--- config.mk ---
export PLATFORM = sky130hd
export DESIGN_NAME = seven_segment_signed_decimal_display_unit
export DESIGN_NICKNAME = d
export VERILOG_FILES = /design/src/rtl/ssd_pkg.sv /design/src/rtl/ssd_front.sv /design/src/rtl/ssd_queue.sv /design/src/rtl/ssd_back.sv /design/src/rtl/seven_segment_signed_decimal_display_unit.sv
export SDC_FILE = /design/constraint.sdc
export NUM_CORES = 1
export LEC_CHECK = 0
export BUFFER_PORTS_ARGS = -buffer_cell sky130_fd_sc_hd__clkbuf_2
export CAP_MARGIN = 10
export CORE_MARGIN = 5
export CORE_UTILIZATION = 50
export DETAILED_ROUTE_END_ITERATION = 12
export PLACE_DENSITY = 0.73
export SETUP_SLACK_MARGIN = 0.05
export SLEW_MARGIN = 20
export SYNTH_ARGS = -nofsm -noshare
export SYNTH_HDL_FRONTEND = slang
export SYNTH_SLANG_ARGS = --single-unit
--- constraint.sdc ---
create_clock -name clk -period 12.4 [get_ports clk]
set_input_delay 2.48 -clock clk [delete_from_list [all_inputs] [get_ports clk]]
set_output_delay 2.48 -clock clk [all_outputs]
set_load 0.005 [all_outputs]
--- src/rtl/ssd_pkg.sv ---
// ssd_pkg: shared types and constants for the seven-segment decimal display unit.
// Used by every module under rtl/; depends on nothing.
package ssd_pkg;

    localparam int MAG_W       = 17;      // magnitude of a 16-bit signed value, 32768 included
    localparam int PLACE_W     = 5;       // 1-based place numbers and place sums
    localparam int RECIP_W     = 16;
    localparam logic [RECIP_W-1:0] RECIP_TEN = 16'd52429;  // ceil(2^19 / 10)
    localparam int RECIP_SHIFT = 19;      // exact quotient for values below 43699
    localparam logic [7:0] SEG_DOT   = 8'h80;
    localparam logic [7:0] SEG_MINUS = 8'h40;

    typedef struct packed {
        logic               neg;
        logic [MAG_W-1:0]   mag;
        logic [3:0]         first;
        logic [3:0]         count;
        logic [3:0]         point;
        logic               run_digits;
        logic               dot_en;
    } ssd_item_t;

    typedef enum logic [1:0] {
        BS_IDLE,
        BS_DIGITS,
        BS_EMIT
    } ssd_bstate_t;

    function automatic logic [7:0] digit_shape(input logic [3:0] d);
        logic [7:0] s;
        unique case (d)
            4'd0:    s = 8'h3F;
            4'd1:    s = 8'h06;
            4'd2:    s = 8'h5B;
            4'd3:    s = 8'h4F;
            4'd4:    s = 8'h66;
            4'd5:    s = 8'h6D;
            4'd6:    s = 8'h7D;
            4'd7:    s = 8'h07;
            4'd8:    s = 8'h7F;
            4'd9:    s = 8'h6F;
            default: s = 8'h00;
        endcase
        return s;
    endfunction

endpackage

--- src/rtl/ssd_front.sv ---
// ssd_front: classifies an input word into a display job (sign, magnitude, range checks).
// Depends on ssd_pkg.
module ssd_front #(
    parameter int PLACES = 8
) (
    input  logic signed [15:0]  value,
    input  logic [3:0]          first_place,
    input  logic [3:0]          digit_count,
    input  logic [3:0]          point_place,
    output ssd_pkg::ssd_item_t  item
);

    localparam logic [ssd_pkg::PLACE_W-1:0] PLACES_P = ssd_pkg::PLACE_W'(PLACES);

    always_comb
    begin
        item.neg   = value[15];
        // two's complement negate in 17 bits keeps -32768 as 32768
        item.mag   = value[15] ? (ssd_pkg::MAG_W'({1'b0, ~value}) + ssd_pkg::MAG_W'(1))
                               : ssd_pkg::MAG_W'({1'b0, value});
        item.first = first_place;
        item.count = digit_count;
        item.point = point_place;
        item.run_digits = (first_place != 4'd0) && ({1'b0, first_place} <= PLACES_P)
                          && (digit_count != 4'd0);
        item.dot_en = (point_place != 4'd0) && ({1'b0, point_place} <= PLACES_P);
    end

endmodule

--- src/rtl/ssd_queue.sv ---
// ssd_queue: two-entry job queue between front and back.
// Depends on ssd_pkg.
module ssd_queue (
    input  logic                clk,
    input  logic                rst_n,
    input  logic                push_valid,
    output logic                push_ready,
    input  ssd_pkg::ssd_item_t  push_item,
    output logic                pop_valid,
    input  logic                pop_ready,
    output ssd_pkg::ssd_item_t  pop_item
);

    ssd_pkg::ssd_item_t slot_reg [2];
    logic       wr_ptr_reg, wr_ptr_next;
    logic       rd_ptr_reg, rd_ptr_next;
    logic [1:0] cnt_reg, cnt_next;
    logic       push, pop;

    assign push_ready = (cnt_reg != 2'd2);
    assign pop_valid  = (cnt_reg != 2'd0);
    assign pop_item   = slot_reg[rd_ptr_reg];
    assign push       = push_valid && push_ready;
    assign pop        = pop_valid && pop_ready;

    always_comb
    begin
        wr_ptr_next = push ? ~wr_ptr_reg : wr_ptr_reg;
        rd_ptr_next = pop ? ~rd_ptr_reg : rd_ptr_reg;
        cnt_next    = cnt_reg;
        if (push && !pop)
        begin
            cnt_next = cnt_reg + 2'd1;
        end
        else if (pop && !push)
        begin
            cnt_next = cnt_reg - 2'd1;
        end
    end

    always_ff @(posedge clk or negedge rst_n)
    begin
        if (!rst_n)
        begin
            wr_ptr_reg <= 1'b0;
            rd_ptr_reg <= 1'b0;
            cnt_reg    <= 2'd0;
        end
        else
        begin
            wr_ptr_reg <= wr_ptr_next;
            rd_ptr_reg <= rd_ptr_next;
            cnt_reg    <= cnt_next;
        end
    end

    always_ff @(posedge clk)
    begin
        if (push)
        begin
            slot_reg[wr_ptr_reg] <= push_item;
        end
    end

    a_cnt_range: assert property (@(posedge clk) disable iff (!rst_n)
        cnt_reg != 2'd3)
        else $error("queue count out of range");
    a_ptr_gap: assert property (@(posedge clk) disable iff (!rst_n)
        (cnt_reg == 2'd0 || cnt_reg == 2'd2) |-> (wr_ptr_reg == rd_ptr_reg))
        else $error("queue pointers disagree with count");
    a_pop_count: assert property (@(posedge clk) disable iff (!rst_n)
        (pop && !push) |=> (cnt_reg == $past(cnt_reg) - 2'd1))
        else $error("queue count not decremented on pop");

endmodule

--- src/rtl/ssd_back.sv ---
// ssd_back: writes digits into the place buffer, then sweeps the buffer out as a frame,
// merging dot and minus on the way. Depends on ssd_pkg.
module ssd_back #(
    parameter int PLACES = 8
) (
    input  logic                clk,
    input  logic                rst_n,
    input  logic                job_valid,
    output logic                job_ready,
    input  ssd_pkg::ssd_item_t  job,
    output logic                frame_valid,
    input  logic                frame_ready,
    output logic [7:0]          segment_byte,
    output logic                last
);

    localparam int IW = (PLACES > 1) ? $clog2(PLACES) : 1;
    localparam int PW = ssd_pkg::PLACE_W;
    localparam int MW = ssd_pkg::MAG_W;
    localparam logic [PW-1:0] PLACES_P = PW'(PLACES);
    localparam logic [IW-1:0] K_LAST   = IW'(PLACES - 1);

    ssd_pkg::ssd_bstate_t state_reg, state_next;
    ssd_pkg::ssd_item_t   item_reg;
    logic [PW-1:0]        place_reg;
    logic [3:0]           iter_reg;
    logic [MW-1:0]        mag_reg;
    logic [PW-1:0]        shown_reg;
    logic [IW-1:0]        k_reg;
    logic [7:0]           store_reg [PLACES];
    logic                 out_valid_reg;
    logic [7:0]           out_byte_reg;
    logic                 out_last_reg;

    logic [MW+ssd_pkg::RECIP_W-1:0] prod;
    logic [MW-1:0]        quo, quo10;
    logic [3:0]           rem;
    logic                 keep;
    logic                 dig_done;
    logic                 emit_fire;
    logic                 emit_last;
    logic [PW-1:0]        minus_idx;
    logic [7:0]           emit_byte;
    logic                 wr_en;
    logic [IW-1:0]        wr_idx;
    logic [7:0]           wr_data;

    // outputs and datapath
    always_comb
    begin
        job_ready = (state_reg == ssd_pkg::BS_IDLE);
        prod      = mag_reg * ssd_pkg::RECIP_TEN;
        quo       = MW'(prod >> ssd_pkg::RECIP_SHIFT);
        quo10     = (quo << 3) + (quo << 1);
        // remainder is below ten, so the low four bits of the difference are exact
        rem       = 4'(mag_reg - quo10);
        keep      = (iter_reg == 4'd0) || (mag_reg != '0) || (place_reg <= {1'b0, item_reg.point});
        dig_done  = (iter_reg == item_reg.count - 4'd1) || (place_reg >= PLACES_P);
        emit_fire = (!out_valid_reg || frame_ready);
        emit_last = (k_reg == K_LAST);
        minus_idx = PW'({1'b0, item_reg.first}) - PW'(1) + shown_reg;

        emit_byte = store_reg[k_reg];
        if (item_reg.dot_en && (PW'(k_reg) == PW'({1'b0, item_reg.point}) - PW'(1)))
        begin
            emit_byte = emit_byte | ssd_pkg::SEG_DOT;
        end
        // minus replaces the whole place, dot included
        if (item_reg.neg && (item_reg.first != 4'd0) && (minus_idx < PLACES_P)
            && (PW'(k_reg) == minus_idx))
        begin
            emit_byte = ssd_pkg::SEG_MINUS;
        end

        wr_en   = 1'b0;
        wr_idx  = k_reg;
        wr_data = emit_byte;
        unique case (state_reg)
            ssd_pkg::BS_IDLE:
            begin
                wr_en = 1'b0;
            end
            ssd_pkg::BS_DIGITS:
            begin
                wr_en   = 1'b1;
                wr_idx  = IW'(place_reg - PW'(1));
                wr_data = keep ? ssd_pkg::digit_shape(rem) : 8'h00;
            end
            ssd_pkg::BS_EMIT:
            begin
                wr_en = emit_fire;
            end
            default:
            begin
                wr_en = 1'b0;
            end
        endcase
    end

    // next state
    always_comb
    begin
        state_next = state_reg;
        unique case (state_reg)
            ssd_pkg::BS_IDLE:
            begin
                if (job_valid)
                begin
                    state_next = job.run_digits ? ssd_pkg::BS_DIGITS : ssd_pkg::BS_EMIT;
                end
            end
            ssd_pkg::BS_DIGITS:
            begin
                if (dig_done)
                begin
                    state_next = ssd_pkg::BS_EMIT;
                end
            end
            ssd_pkg::BS_EMIT:
            begin
                if (emit_fire && emit_last)
                begin
                    state_next = ssd_pkg::BS_IDLE;
                end
            end
            default:
            begin
                state_next = ssd_pkg::BS_IDLE;
            end
        endcase
    end

    always_ff @(posedge clk or negedge rst_n)
    begin
        if (!rst_n)
        begin
            state_reg     <= ssd_pkg::BS_IDLE;
            out_valid_reg <= 1'b0;
            k_reg         <= '0;
            place_reg     <= '0;
            iter_reg      <= '0;
            shown_reg     <= '0;
            for (int j = 0; j < PLACES; j++)
            begin
                store_reg[j] <= 8'h00;
            end
        end
        else
        begin
            state_reg <= state_next;
            if (wr_en)
            begin
                store_reg[wr_idx] <= wr_data;
            end
            if (state_reg == ssd_pkg::BS_IDLE && job_valid)
            begin
                place_reg <= PW'({1'b0, job.first});
                iter_reg  <= 4'd0;
                shown_reg <= '0;
                k_reg     <= '0;
            end
            else if (state_reg == ssd_pkg::BS_DIGITS)
            begin
                place_reg <= place_reg + PW'(1);
                iter_reg  <= iter_reg + 4'd1;
                if (keep)
                begin
                    shown_reg <= shown_reg + PW'(1);
                end
            end
            if (state_reg == ssd_pkg::BS_EMIT && emit_fire)
            begin
                out_valid_reg <= 1'b1;
                k_reg         <= emit_last ? '0 : k_reg + 1'b1;
            end
            else if (frame_ready)
            begin
                out_valid_reg <= 1'b0;
            end
        end
    end

    always_ff @(posedge clk)
    begin
        if (state_reg == ssd_pkg::BS_IDLE && job_valid)
        begin
            item_reg <= job;
            mag_reg  <= job.mag;
        end
        else if (state_reg == ssd_pkg::BS_DIGITS)
        begin
            mag_reg <= quo;
        end
        if (state_reg == ssd_pkg::BS_EMIT && emit_fire)
        begin
            out_byte_reg <= emit_byte;
            out_last_reg <= emit_last;
        end
    end

    assign frame_valid  = out_valid_reg;
    assign segment_byte = out_byte_reg;
    assign last         = out_last_reg;

    a_place_range: assert property (@(posedge clk) disable iff (!rst_n)
        (state_reg == ssd_pkg::BS_DIGITS) |-> (place_reg != '0 && place_reg <= PLACES_P))
        else $error("digit place outside buffer");
    a_shown_bound: assert property (@(posedge clk) disable iff (!rst_n)
        shown_reg <= PLACES_P)
        else $error("more digits shown than places");
    a_last_frame: assert property (@(posedge clk) disable iff (!rst_n)
        (out_valid_reg && out_last_reg) |-> (state_reg != ssd_pkg::BS_EMIT || k_reg == '0))
        else $error("frame end out of step with sweep");
    a_emit_order: assert property (@(posedge clk) disable iff (!rst_n)
        (state_reg == ssd_pkg::BS_EMIT && emit_fire && !emit_last)
        |=> (k_reg == $past(k_reg) + 1'b1))
        else $error("sweep skipped a place");

endmodule

--- src/rtl/seven_segment_signed_decimal_display_unit.sv ---
// Seven-segment signed decimal display unit: top level, front -> queue -> back.
// Throughput: one frame of PLACES bytes per word, set by the byte-per-cycle buffer sweep
// (while frame_ready does not stall it) and the one-digit-per-cycle divide by ten; the back
// takes the next word only once the sweep of the last one is done.
// Reset: buffer cleared to blank, queue empty, no bytes emitted. Depends on ssd_pkg.
module seven_segment_signed_decimal_display_unit #(
    parameter int PLACES = 8
) (
    input  logic               clk,
    input  logic               rst_n,
    input  logic               item_valid,
    output logic               item_ready,
    input  logic signed [15:0] value,
    input  logic [3:0]         first_place,
    input  logic [3:0]         digit_count,
    input  logic [3:0]         point_place,
    output logic               frame_valid,
    input  logic               frame_ready,
    output logic [7:0]         segment_byte,
    output logic               last
);

    ssd_pkg::ssd_item_t front_item;
    ssd_pkg::ssd_item_t queued_item;
    logic               job_valid;
    logic               job_ready;

    ssd_front #(
        .PLACES (PLACES)
    ) u_front (
        .value       (value),
        .first_place (first_place),
        .digit_count (digit_count),
        .point_place (point_place),
        .item        (front_item)
    );

    ssd_queue u_queue (
        .clk        (clk),
        .rst_n      (rst_n),
        .push_valid (item_valid),
        .push_ready (item_ready),
        .push_item  (front_item),
        .pop_valid  (job_valid),
        .pop_ready  (job_ready),
        .pop_item   (queued_item)
    );

    ssd_back #(
        .PLACES (PLACES)
    ) u_back (
        .clk          (clk),
        .rst_n        (rst_n),
        .job_valid    (job_valid),
        .job_ready    (job_ready),
        .job          (queued_item),
        .frame_valid  (frame_valid),
        .frame_ready  (frame_ready),
        .segment_byte (segment_byte),
        .last         (last)
    );

endmodule
==> impl_metrics.yaml, run 1 <==
status:
  run_status: "completed"
floorplan:
  die_x_um: 178.0
  die_h_um: 178.0
  io_pins: 43
  rows: 61
  initial_core_util_pct: 50.65
  core_mm2: 0.02786
  die_area_mm2: 0.03168
worst_hold_path:
  min_path_type: "register to register"
  min_from: "u_back.store_reg[24]"
critical_path:
  cp.arrival_ns: 8.54
  worst-path-buf-inv: 5
  cp_max_fo: 8
  worst_ep_required_time_ns: 12.68
  reg2reg_from: "u_back.mag_reg[2]"
  crit_type: "register to register"
  regToRegSetupSlack_ns: 4.15
  endpoint_kind: "register"
  cpMaxStageDelayCell: "a22oi_1"
  max_stage_delay_ns: 0.61
  critical-path-top-delay-family: "adder cells"
  critPathLaunchType: "register"
  cp-startpoint: "u_back.mag_reg[2]"
sta:
  rsz0062_at_grt: "no"
  fin_crit_ns: 8.255
  setup_tns_ns: 0
  setup_viol: 0
  hold_viol: 0
  finalCritPeriodShare_pct: 66.57
  fin_ws_ns: 4.145
  slew_viol_final: 0
  fin_skew_ns: 0.01572
  fmax_ghz: 0.1211
  hold_ws_ns: 0.4845
  slew_headroom_pct: 29.31
  tightest_slew_ns: 1.056
yosys:
  netlist_area_mm2: 0.01411
  ys_types: 65
  synth-async-reset-ratio_pct: 45.83
  yosysSeqAreaShare_pct: 37.74
  syn_inst: 1256
  synth_seq_cells: 192
  synth.top_cell.area_share_pct: 22.13
  ys_top_cells_by_area: "edfxtp_1 22%, ha_1 16%, dfrtp_1 16%"
  synth_top_area_cell: "edfxtp_1"
  ys_warn_count: 0
  synth_edf_count: 104
  synth.avg_cell_area_um2: 11.23
  synth_ff_type: "edfxtp_1"
clock_network:
  post_cts_resized: 0
  root_buffer: "clkbuf_16"
  cts_setup_buffers: 0
  ctsHoldBuffers: 0
  cts_made_buffers: 17
  htreeDepth: 4
  cts_buffer_depth: 2
  clkTransAtPathRegs_ns: 0.08
  clock_sinks: 192
  clk_latency_ns: 0.43
  cts_tree: "done"
global_route:
  grt_pass1_vias: 9978
  grt_pass1_wl_um: 50400
  top_usage_layer: "met2"
  use_met3_pct: 3.476
  grt_max_degree: 67
  met1_usage_pct: 26.98
  grt_usage_pct: 20.13
  antenna_found_initial: 0
  grt_remaining_overflow: 0
  grtUsageMet2_pct: 33.56
route:
  routedWlPerCell_um: 17.91
  drt-pass1-iter-count: 6
  antenna_left: 0
  drtIter0Drc: 601
  wirelength_um: 30250
  vias: 9316
  avgViaCountPerCell: 5.516
  drc: 0
cells_and_area:
  antenna_cells: 0
  nFillCells: 2305
  drive_above_1_share_pct: 13.20
  layout_commonest_cell: "inv_1"
  area_growth_syn_to_layout_pct: 9.214
  most-common-layout-cells: "216 x inv_1, 177 x ha_1, 104 x edfxtp_1, 88 x fa_1, 88 x dfrtp_1"
  nets: 1595
placement:
  pre_cts_ws_ns: 4.270
  place_congestion: 0.9512
  numPortBuffers: 42
  hpwl_um: 23250
job:
  drv_cap: 0
[cell type report]
class                      count  area, µm²  share of cell area [%]
sequential                   192       5325                   34.56
multi-input combinational    812       7855                   50.97
tap                          378      473.0                   3.069
clock buffer                  17      425.4                   2.761
clock inverter                15      183.9                   1.194
timing repair buffer          58      332.8                   2.160
inverter                     217      814.5                   5.286
[cells by family after synthesis]
kind of cell	synth area share, %
fa+ha+maj	28.18
mux	7.883
simple gates	7.804
xor+xnor	3.849
flops	37.74
other cells	0.02658
compound gates	7.768
buf+inv	6.748
[cell usage after synthesis (all sizes together), types with 3 or more instances]
| library cell | instances |
|---|---|
| mux4 | 16 |
| o22ai | 12 |
| dfrtp | 88 |
| and2 | 4 |
| o31ai | 9 |
| o41ai | 4 |
| ha | 177 |
| clkbuf | 28 |
| a21o | 6 |
| a21oi | 31 |
| mux2 | 49 |
| inv | 216 |
| nor2 | 59 |
| nor3 | 21 |
| o21ai | 39 |
| xnor2 | 41 |
| mux2i | 20 |
| o311a | 8 |
| a211oi | 6 |
| nand2b | 10 |
| nor4 | 6 |
| nand3 | 11 |
| or4 | 3 |
| a31oi | 11 |
| buf | 8 |
| or2 | 3 |
| a21boi | 3 |
| o211ai | 4 |
| edfxtp | 104 |
| fa | 88 |
| a31o | 3 |
| a22oi | 3 |
| or3 | 7 |
| nand4 | 13 |
| nand2 | 87 |
| o21a | 3 |
| xor2 | 21 |
| nor2b | 8 |
[path summary, 6_finish.rpt]
check                                             to  cells after the start
worst min register to register  u_back.store_reg[24]                      2
max in group asynchronous         u_queue.rd_ptr_reg                      2
worst max-delay path             u_back.store_reg[3]                     27
worst min-delay path            u_back.store_reg[24]                      2
worst max register to register   u_back.store_reg[3]                     27
min in group asynchronous            u_back.k_reg[2]                      1
[routing by layer]
| layer | vias up | wire length [µm] |
|---|---|---|
| met4 | 0 | 679 |
| met3 | 59 | 1860 |
| met1 | 4577 | 12990 |
| met5 | - | 0 |
| met2 | 293 | 14720 |
| li1 | 4387 | - |
[per-stage QoR]
step                utilization (%)  cell area (µm²)  instances
floorplan                         -            14110       1257
global placement              53.10            14790       1657
detailed placement            53.12            14800       1657
CTS                           55.31            15410       1689
global route                  55.32            15410       1689
finish                        55.32            15410       1689
[worst register-to-register path, stage by stage, from the launching register on]
cell,delay (ns)
edfxtp_1,0.49
inv_1,0.10
ha_1,0.39
inv_1,0.09
fa_1,0.55
inv_1,0.06
fa_1,0.50
fa_1,0.52
fa_1,0.54
inv_1,0.05
fa_1,0.52
inv_1,0.04
ha_1,0.30
nand4_1,0.18
nor2_1,0.07
a22oi_1,0.61
nand2_2,0.16
a21oi_1,0.20
xnor2_1,0.11
ha_1,0.31
nor3b_1,0.40
nor2b_1,0.09
a21bo_2,0.22
o211ai_1,0.32
and3_1,0.35
o21ai_1,0.16
a311oi_2,0.58
o21ai_0,0.19
Power of run 1 is left out: the tool's default activity adds up to more than one toggle a clock period on the data nets, which glitch-free logic cannot reach.
==> inputs of run 2 (changes only) <==
--- a/config.mk
+++ b/config.mk
@@ -5,6 +5,7 @@
 export SDC_FILE = /design/constraint.sdc
 export NUM_CORES = 1
 export LEC_CHECK = 0
+export ABC_AREA = 1
 export BUFFER_PORTS_ARGS = -buffer_cell sky130_fd_sc_hd__clkbuf_2
 export CAP_MARGIN = 10
 export CORE_MARGIN = 5
==> constraint.sdc (replaced) <==
create_clock -name clk -period 8.29 [get_ports clk]
set_input_delay 1.658 -clock clk [delete_from_list [all_inputs] [get_ports clk]]
set_output_delay 1.658 -clock clk [all_outputs]
set_load 0.005 [all_outputs]
==> impl_metrics.yaml, run 2 <==
critical_path:
  cp_max_fo: 8
  max_stage_delay_ns: 0.65
  critical-path-top-delay-family: "adder cells"
  endpoint_kind: "register"
  cp-startpoint: "u_back.mag_reg[3]"
  worst_ep_required_time_ns: 8.62
  cpMaxStageDelayCell: "edfxtp_1"
  reg2reg_from: "u_back.mag_reg[3]"
  critPathLaunchType: "register"
  regToRegEndpoint: "u_back.store_reg[34]"
  regToRegSetupSlack_ns: 1.44
  reg2regPathDepth: 29
  worst-path-buf-inv: 8
  cp.arrival_ns: 7.19
  crit_top_cell: "inv_1"
  crit_type: "register to register"
sta:
  hold_viol: 0
  slew_viol_final: 0
  setup_tns_ns: 0
  rsz0062_at_grt: "no"
  tightest_slew_ns: 0.9565
  slew_headroom_pct: 36.16
  fin_crit_ns: 6.851
  finalCritPeriodShare_pct: 82.65
  fmax_ghz: 0.1460
  fin_skew_ns: 0.01899
  setup_viol: 0
floorplan:
  die_area_mm2: 0.03313
  die_x_um: 182.0
  core_mm2: 0.02940
  die_h_um: 182.0
  io_pins: 43
  initial_core_util_pct: 50.32
  rows: 63
placement:
  place_congestion: 0.9523
  hpwl_um: 26240
  numPortBuffers: 42
status:
  run_status: "completed"
cells_and_area:
  layout_commonest_cell: "nand2_1"
  antenna_cells: 0
  nets: 2001
  most-common-layout-cells: "489 x nand2_1, 282 x inv_1, 177 x ha_1, 104 x edfxtp_1"
  area_growth_syn_to_layout_pct: 8.423
  drive_above_1_share_pct: 7.804
route:
  drtIter0Drc: 854
  drc: 0
  routedWlPerCell_um: 15.99
  avgViaCountPerCell: 5.236
  antenna_left: 0
  drt-pass1-iter-count: 5
  vias: 11030
  wirelength_um: 33680
yosys:
  synth_top_area_cell: "edfxtp_1"
  yosys-top-cells-count: "489 x nand2_1, 282 x inv_1, 177 x ha_1, 104 x edfxtp_1"
  yosysSeqAreaShare_pct: 35.99
  syn_inst: 1659
  synth.top_cell.area_share_pct: 21.11
  synth-async-reset-ratio_pct: 45.83
  synth_top_family_by_area: "adder cells"
  synth_xor_area_share_pct: 2.368
  synth.avg_cell_area_um2: 8.918
  synth-adder-area-share_pct: 26.88
  yosysMostFrequentCell: "nand2_1"
  synth_compound_area_share_pct: 6.554
  synthMuxAreaShare_pct: 0.2030
  ys_warn_count: 0
  ys_types: 55
  synth_ff_type: "edfxtp_1"
  netlist_area_mm2: 0.01480
  synth-simple-area-share_pct: 19.68
  synth_seq_cells: 192
  synth_edf_count: 104
  ys_top_cells_by_area: "edfxtp_1 21%, ha_1 15%, dfrtp_1 15%"
job:
  drv_cap: 0
clock_network:
  ctsHoldBuffers: 0
  cts_buffer_depth: 2
  clkTransAtPathRegs_ns: 0.08
  post_cts_resized: 0
  clock_sinks: 192
  cts_setup_buffers: 0
  root_buffer: "clkbuf_16"
  clk_latency_ns: 0.45
  cts_tree: "done"
  cts_made_buffers: 17
  htreeDepth: 4
global_route:
  grt_pass1_wl_um: 56210
  antenna_found_initial: 0
  top_usage_layer: "met2"
  grt_remaining_overflow: 0
  met1_usage_pct: 27.93
  grt_usage_pct: 21.11
  grtUsageMet2_pct: 36.57
  use_met3_pct: 2.224
  grt_max_degree: 50
  grt_pass1_vias: 11170
worst_hold_path:
  min_path_type: "register to register"
  min_delay_path_depth: 2
  min_from: "u_back.store_reg[46]"
  hold_path_end: "u_back.store_reg[46]"
-- run 2: cell types whose count changed after synthesis, sizes merged, moves of 16 or more --
| cell | change |
|---|---|
| mux2 | -49 |
| nand2 | +419 |
| nand3 | +35 |
| xnor2 | -29 |
| inv | +79 |
| a21oi | +24 |
| o21ai | +17 |
| nor2 | +27 |
| mux2i | -17 |
| mux4 | -16 |
-- run 2: worst max path at each step --
stage,cells after the start,to,slack [ns]
floorplan,29,u_back.store_reg[13],2.21
global placement,29,u_back.store_reg[37],1.61
detailed placement,29,u_back.store_reg[13],1.50
CTS,29,u_back.store_reg[61],1.46
global route,30,u_back.store_reg[45],1.06
finish,29,u_back.store_reg[34],1.44
-- run 2: area by class of cell --
| cell class | instances | area, µm² |
|---|---|---|
| clock inverters | 13 | 126.4 |
| multi-input cells | 1145 | 8262 |
| repair buffers | 51 | 280.3 |
| inverters | 297 | 1117 |
| flip-flops and latches | 192 | 5325 |
| clock buffers | 19 | 442.9 |
| well taps | 390 | 488.0 |
| fillers | 2571 | 13360 |
-- run 2: worst reg2reg max path, delay by kind of cell (launching register included) --
kind,cells,cell delay [ns]
adder cells (fa/ha/maj),8,3.68
AO/OA/AOI/OAI,3,0.50
buffers and inverters,8,0.59
AND/OR/NAND/NOR,9,1.15
flip-flops,1,0.65
XOR/XNOR,1,0.16
-- run 2: metal layers --
metal / wire length [µm] / part of all wire (%)
met5: 0 / 0
met2: 16900 / 50
met1: 14560 / 43
met4: 840 / 2.5
met3: 1382 / 4.1
-- run 2: logic make-up (layout without fill, tap and decap cells) --
family	Yosys count	count (layout)
DFF	192	192
adders and majority gates	265	265
and+or+nand+nor	673	673
other	1	2
buffers and inverters	323	380
AOI/OAI and AO/OA	162	162
muxes	3	3
xor gates and xnor gates	40	40
-- run 2: stage by stage --
| stage | setup WS, ns | instance area, µm² | utilization (%) | cells | hold slack, ns |
|---|---|---|---|---|---|
| after floorplan | 2.214 | 14800 | - | 1660 | 0.4436 |
| after global placement | 1.607 | 15470 | 52.62 | 2075 | 0.4559 |
| after detailed placement | 1.499 | 15470 | 52.62 | 2075 | 0.4599 |
| after CTS | 1.458 | 16040 | 54.56 | 2107 | 0.4772 |
| after global routing | 1.065 | 16040 | 54.56 | 2107 | 0.4946 |
| final | 1.439 | 16040 | 54.56 | 2107 | 0.4784 |
Power of run 2 is left out for the same reason.
==> inputs of run 3 (changes only) <==
==> constraint.sdc (replaced) <==
create_clock -name clk -period 6.38 [get_ports clk]
set_input_delay 1.276 -clock clk [delete_from_list [all_inputs] [get_ports clk]]
set_output_delay 1.276 -clock clk [all_outputs]
set_load 0.005 [all_outputs]
==> impl_metrics.yaml, run 3 (synthesis results as in run 2) <==
route:
  routedWlPerCell_um: 16.35
  vias: 11280
  drt-pass1-iter-count: 5
  wirelength_um: 35170
  drtIter0Drc: 805
  antenna_left: 0
  avgViaCountPerCell: 5.242
  drc: 0
sta:
  hold_ws_ns: 0.4793
  slew_headroom_pct: 36.06
  rsz0062_at_grt: "no"
  setup_tns_ns: 0
  fin_skew_ns: 0.01398
  tightest_slew_ns: 0.9581
  fin_ws_ns: 0.2760
  fmax_ghz: 0.1638
  setup_viol: 0
  hold_viol: 0
  finalCritPeriodShare_pct: 95.67
  fin_crit_ns: 6.104
  slew_viol_final: 0
global_route:
  grt_pass1_vias: 11610
  antenna_found_initial: 0
  grt_max_degree: 48
  grt_pass1_wl_um: 58040
  grt_remaining_overflow: 0
  grt_usage_pct: 21.84
critical_path:
  cp_max_fo: 8
  crit_type: "register to register"
  critPathLaunchType: "register"
  worst_ep_required_time_ns: 6.71
  endpoint_kind: "register"
  cp.arrival_ns: 6.44
clock_network:
  cts_tree: "done"
  ctsHoldBuffers: 0
  cts_made_buffers: 17
  clk_latency_ns: 0.45
  clock_sinks: 192
  htreeDepth: 4
  clkTransAtPathRegs_ns: 0.08
  cts_buffer_depth: 2
  root_buffer: "clkbuf_16"
cells_and_area:
  antenna_cells: 0
  layout_commonest_cell: "nand2_1"
  most-common-layout-cells: "484 x nand2_1, 272 x inv_1, 162 x ha_1, 104 x edfxtp_1, 88 x dfrtp_1"
  nets: 2045
  area_growth_syn_to_layout_pct: 12.42
  drive_above_1_share_pct: 12.32
  final_area_mm2: 0.01663
floorplan:
  die_x_um: 182.0
  die_h_um: 182.0
  io_pins: 43
  initial_core_util_pct: 50.32
  core_mm2: 0.02940
  die_area_mm2: 0.03313
  rows: 63
worst_hold_path:
  min_path_type: "register to register"
placement:
  hpwl_um: 27060
  post_dp_cell_area_mm2: 0.01574
  numPortBuffers: 42
  place_congestion: 1.010
  pre_cts_ws_ns: -0.02516
job:
  drv_cap: 0
status:
  run_status: "completed"
-- run 3: cell types whose count changed in the layout (fill, tap and decap cells not counted), sizes merged --
cell	previous run	this run
inv	300	298
clkinv	7	6
clkbuf	60	61
buf	10	54
bufinv	1	3
-- run 3: worst max-delay path, cell delays in order (launching register included) --
cell      delay [ns]
edfxtp_1        0.45
buf_4           0.20
ha_1            0.32
buf_4           0.17
fa_1            0.60
inv_1           0.08
fa_1            0.50
fa_1            0.53
fa_1            0.56
inv_1           0.06
fa_1            0.47
ha_1            0.42
xor2_2          0.22
ha_2            0.33
inv_1           0.05
or2_2           0.29
nand2_4         0.10
buf_4           0.12
nand2_1         0.05
o21ai_1         0.09
nand3_1         0.10
nand3_2         0.09
nand2_4         0.08
nand2_1         0.07
nand2_1         0.05
-- run 3: layer usage --
| layer | vias to the layer above | share of wire (%) | global-route usage, % | wire [µm] |
|---|---|---|---|---|
| met5 | - | 0 | 0 | 0 |
| met2 | 361 | 49 | 37.12 | 17180 |
| met4 | 0 | 2.9 | 8.196 | 1013 |
| met1 | 5393 | 42 | 27.99 | 14800 |
| met3 | 73 | 6.2 | 3.826 | 2169 |
| li1 | 5448 | - | - | - |
-- run 3: repair_timing --
item | in CTS | in global routing
pin swaps | 1 | 21
setup buffers | 2 | 6
resized for setup | 5 | 46
endpoints found under the setup margin | 54 | 56
-- run 3: worst paths after layout --
check | from | end | slack [ns] | cells after the start
hold reg to reg | u_queue.cnt_reg[0] | u_queue.cnt_reg[0] | 0.48 | 1
setup / recovery | u_back.mag_reg[5] | u_back.store_reg[4] | 0.28 | 24
min in group asynchronous | rst_n | u_back.store_reg[0] | 0.82 | 1
max in group asynchronous | rst_n | u_queue.cnt_reg[1] | 4.54 | 2
setup reg to reg | u_back.mag_reg[5] | u_back.store_reg[4] | 0.28 | 24
hold / removal | u_queue.cnt_reg[0] | u_queue.cnt_reg[0] | 0.48 | 1
-- run 3: per-stage QoR --
step	utilization, %	cells
floorplan	-	1660
global placement	53.54	2111
detailed placement	53.54	2111
CTS	55.69	2145
global route	56.57	2151
finish	56.57	2151
-- run 3: area by class of cell --
cell class,instances,area (µm²)
inverter,297,1117
multi-input combinational,1145,8494
clock inverter,12,157.7
timing repair buffer,95,614.3
tap,390,488.0
fill,2534,12770
clock buffer,20,436.7
sequential,192,5325
Power of run 3 is left out for the same reason.
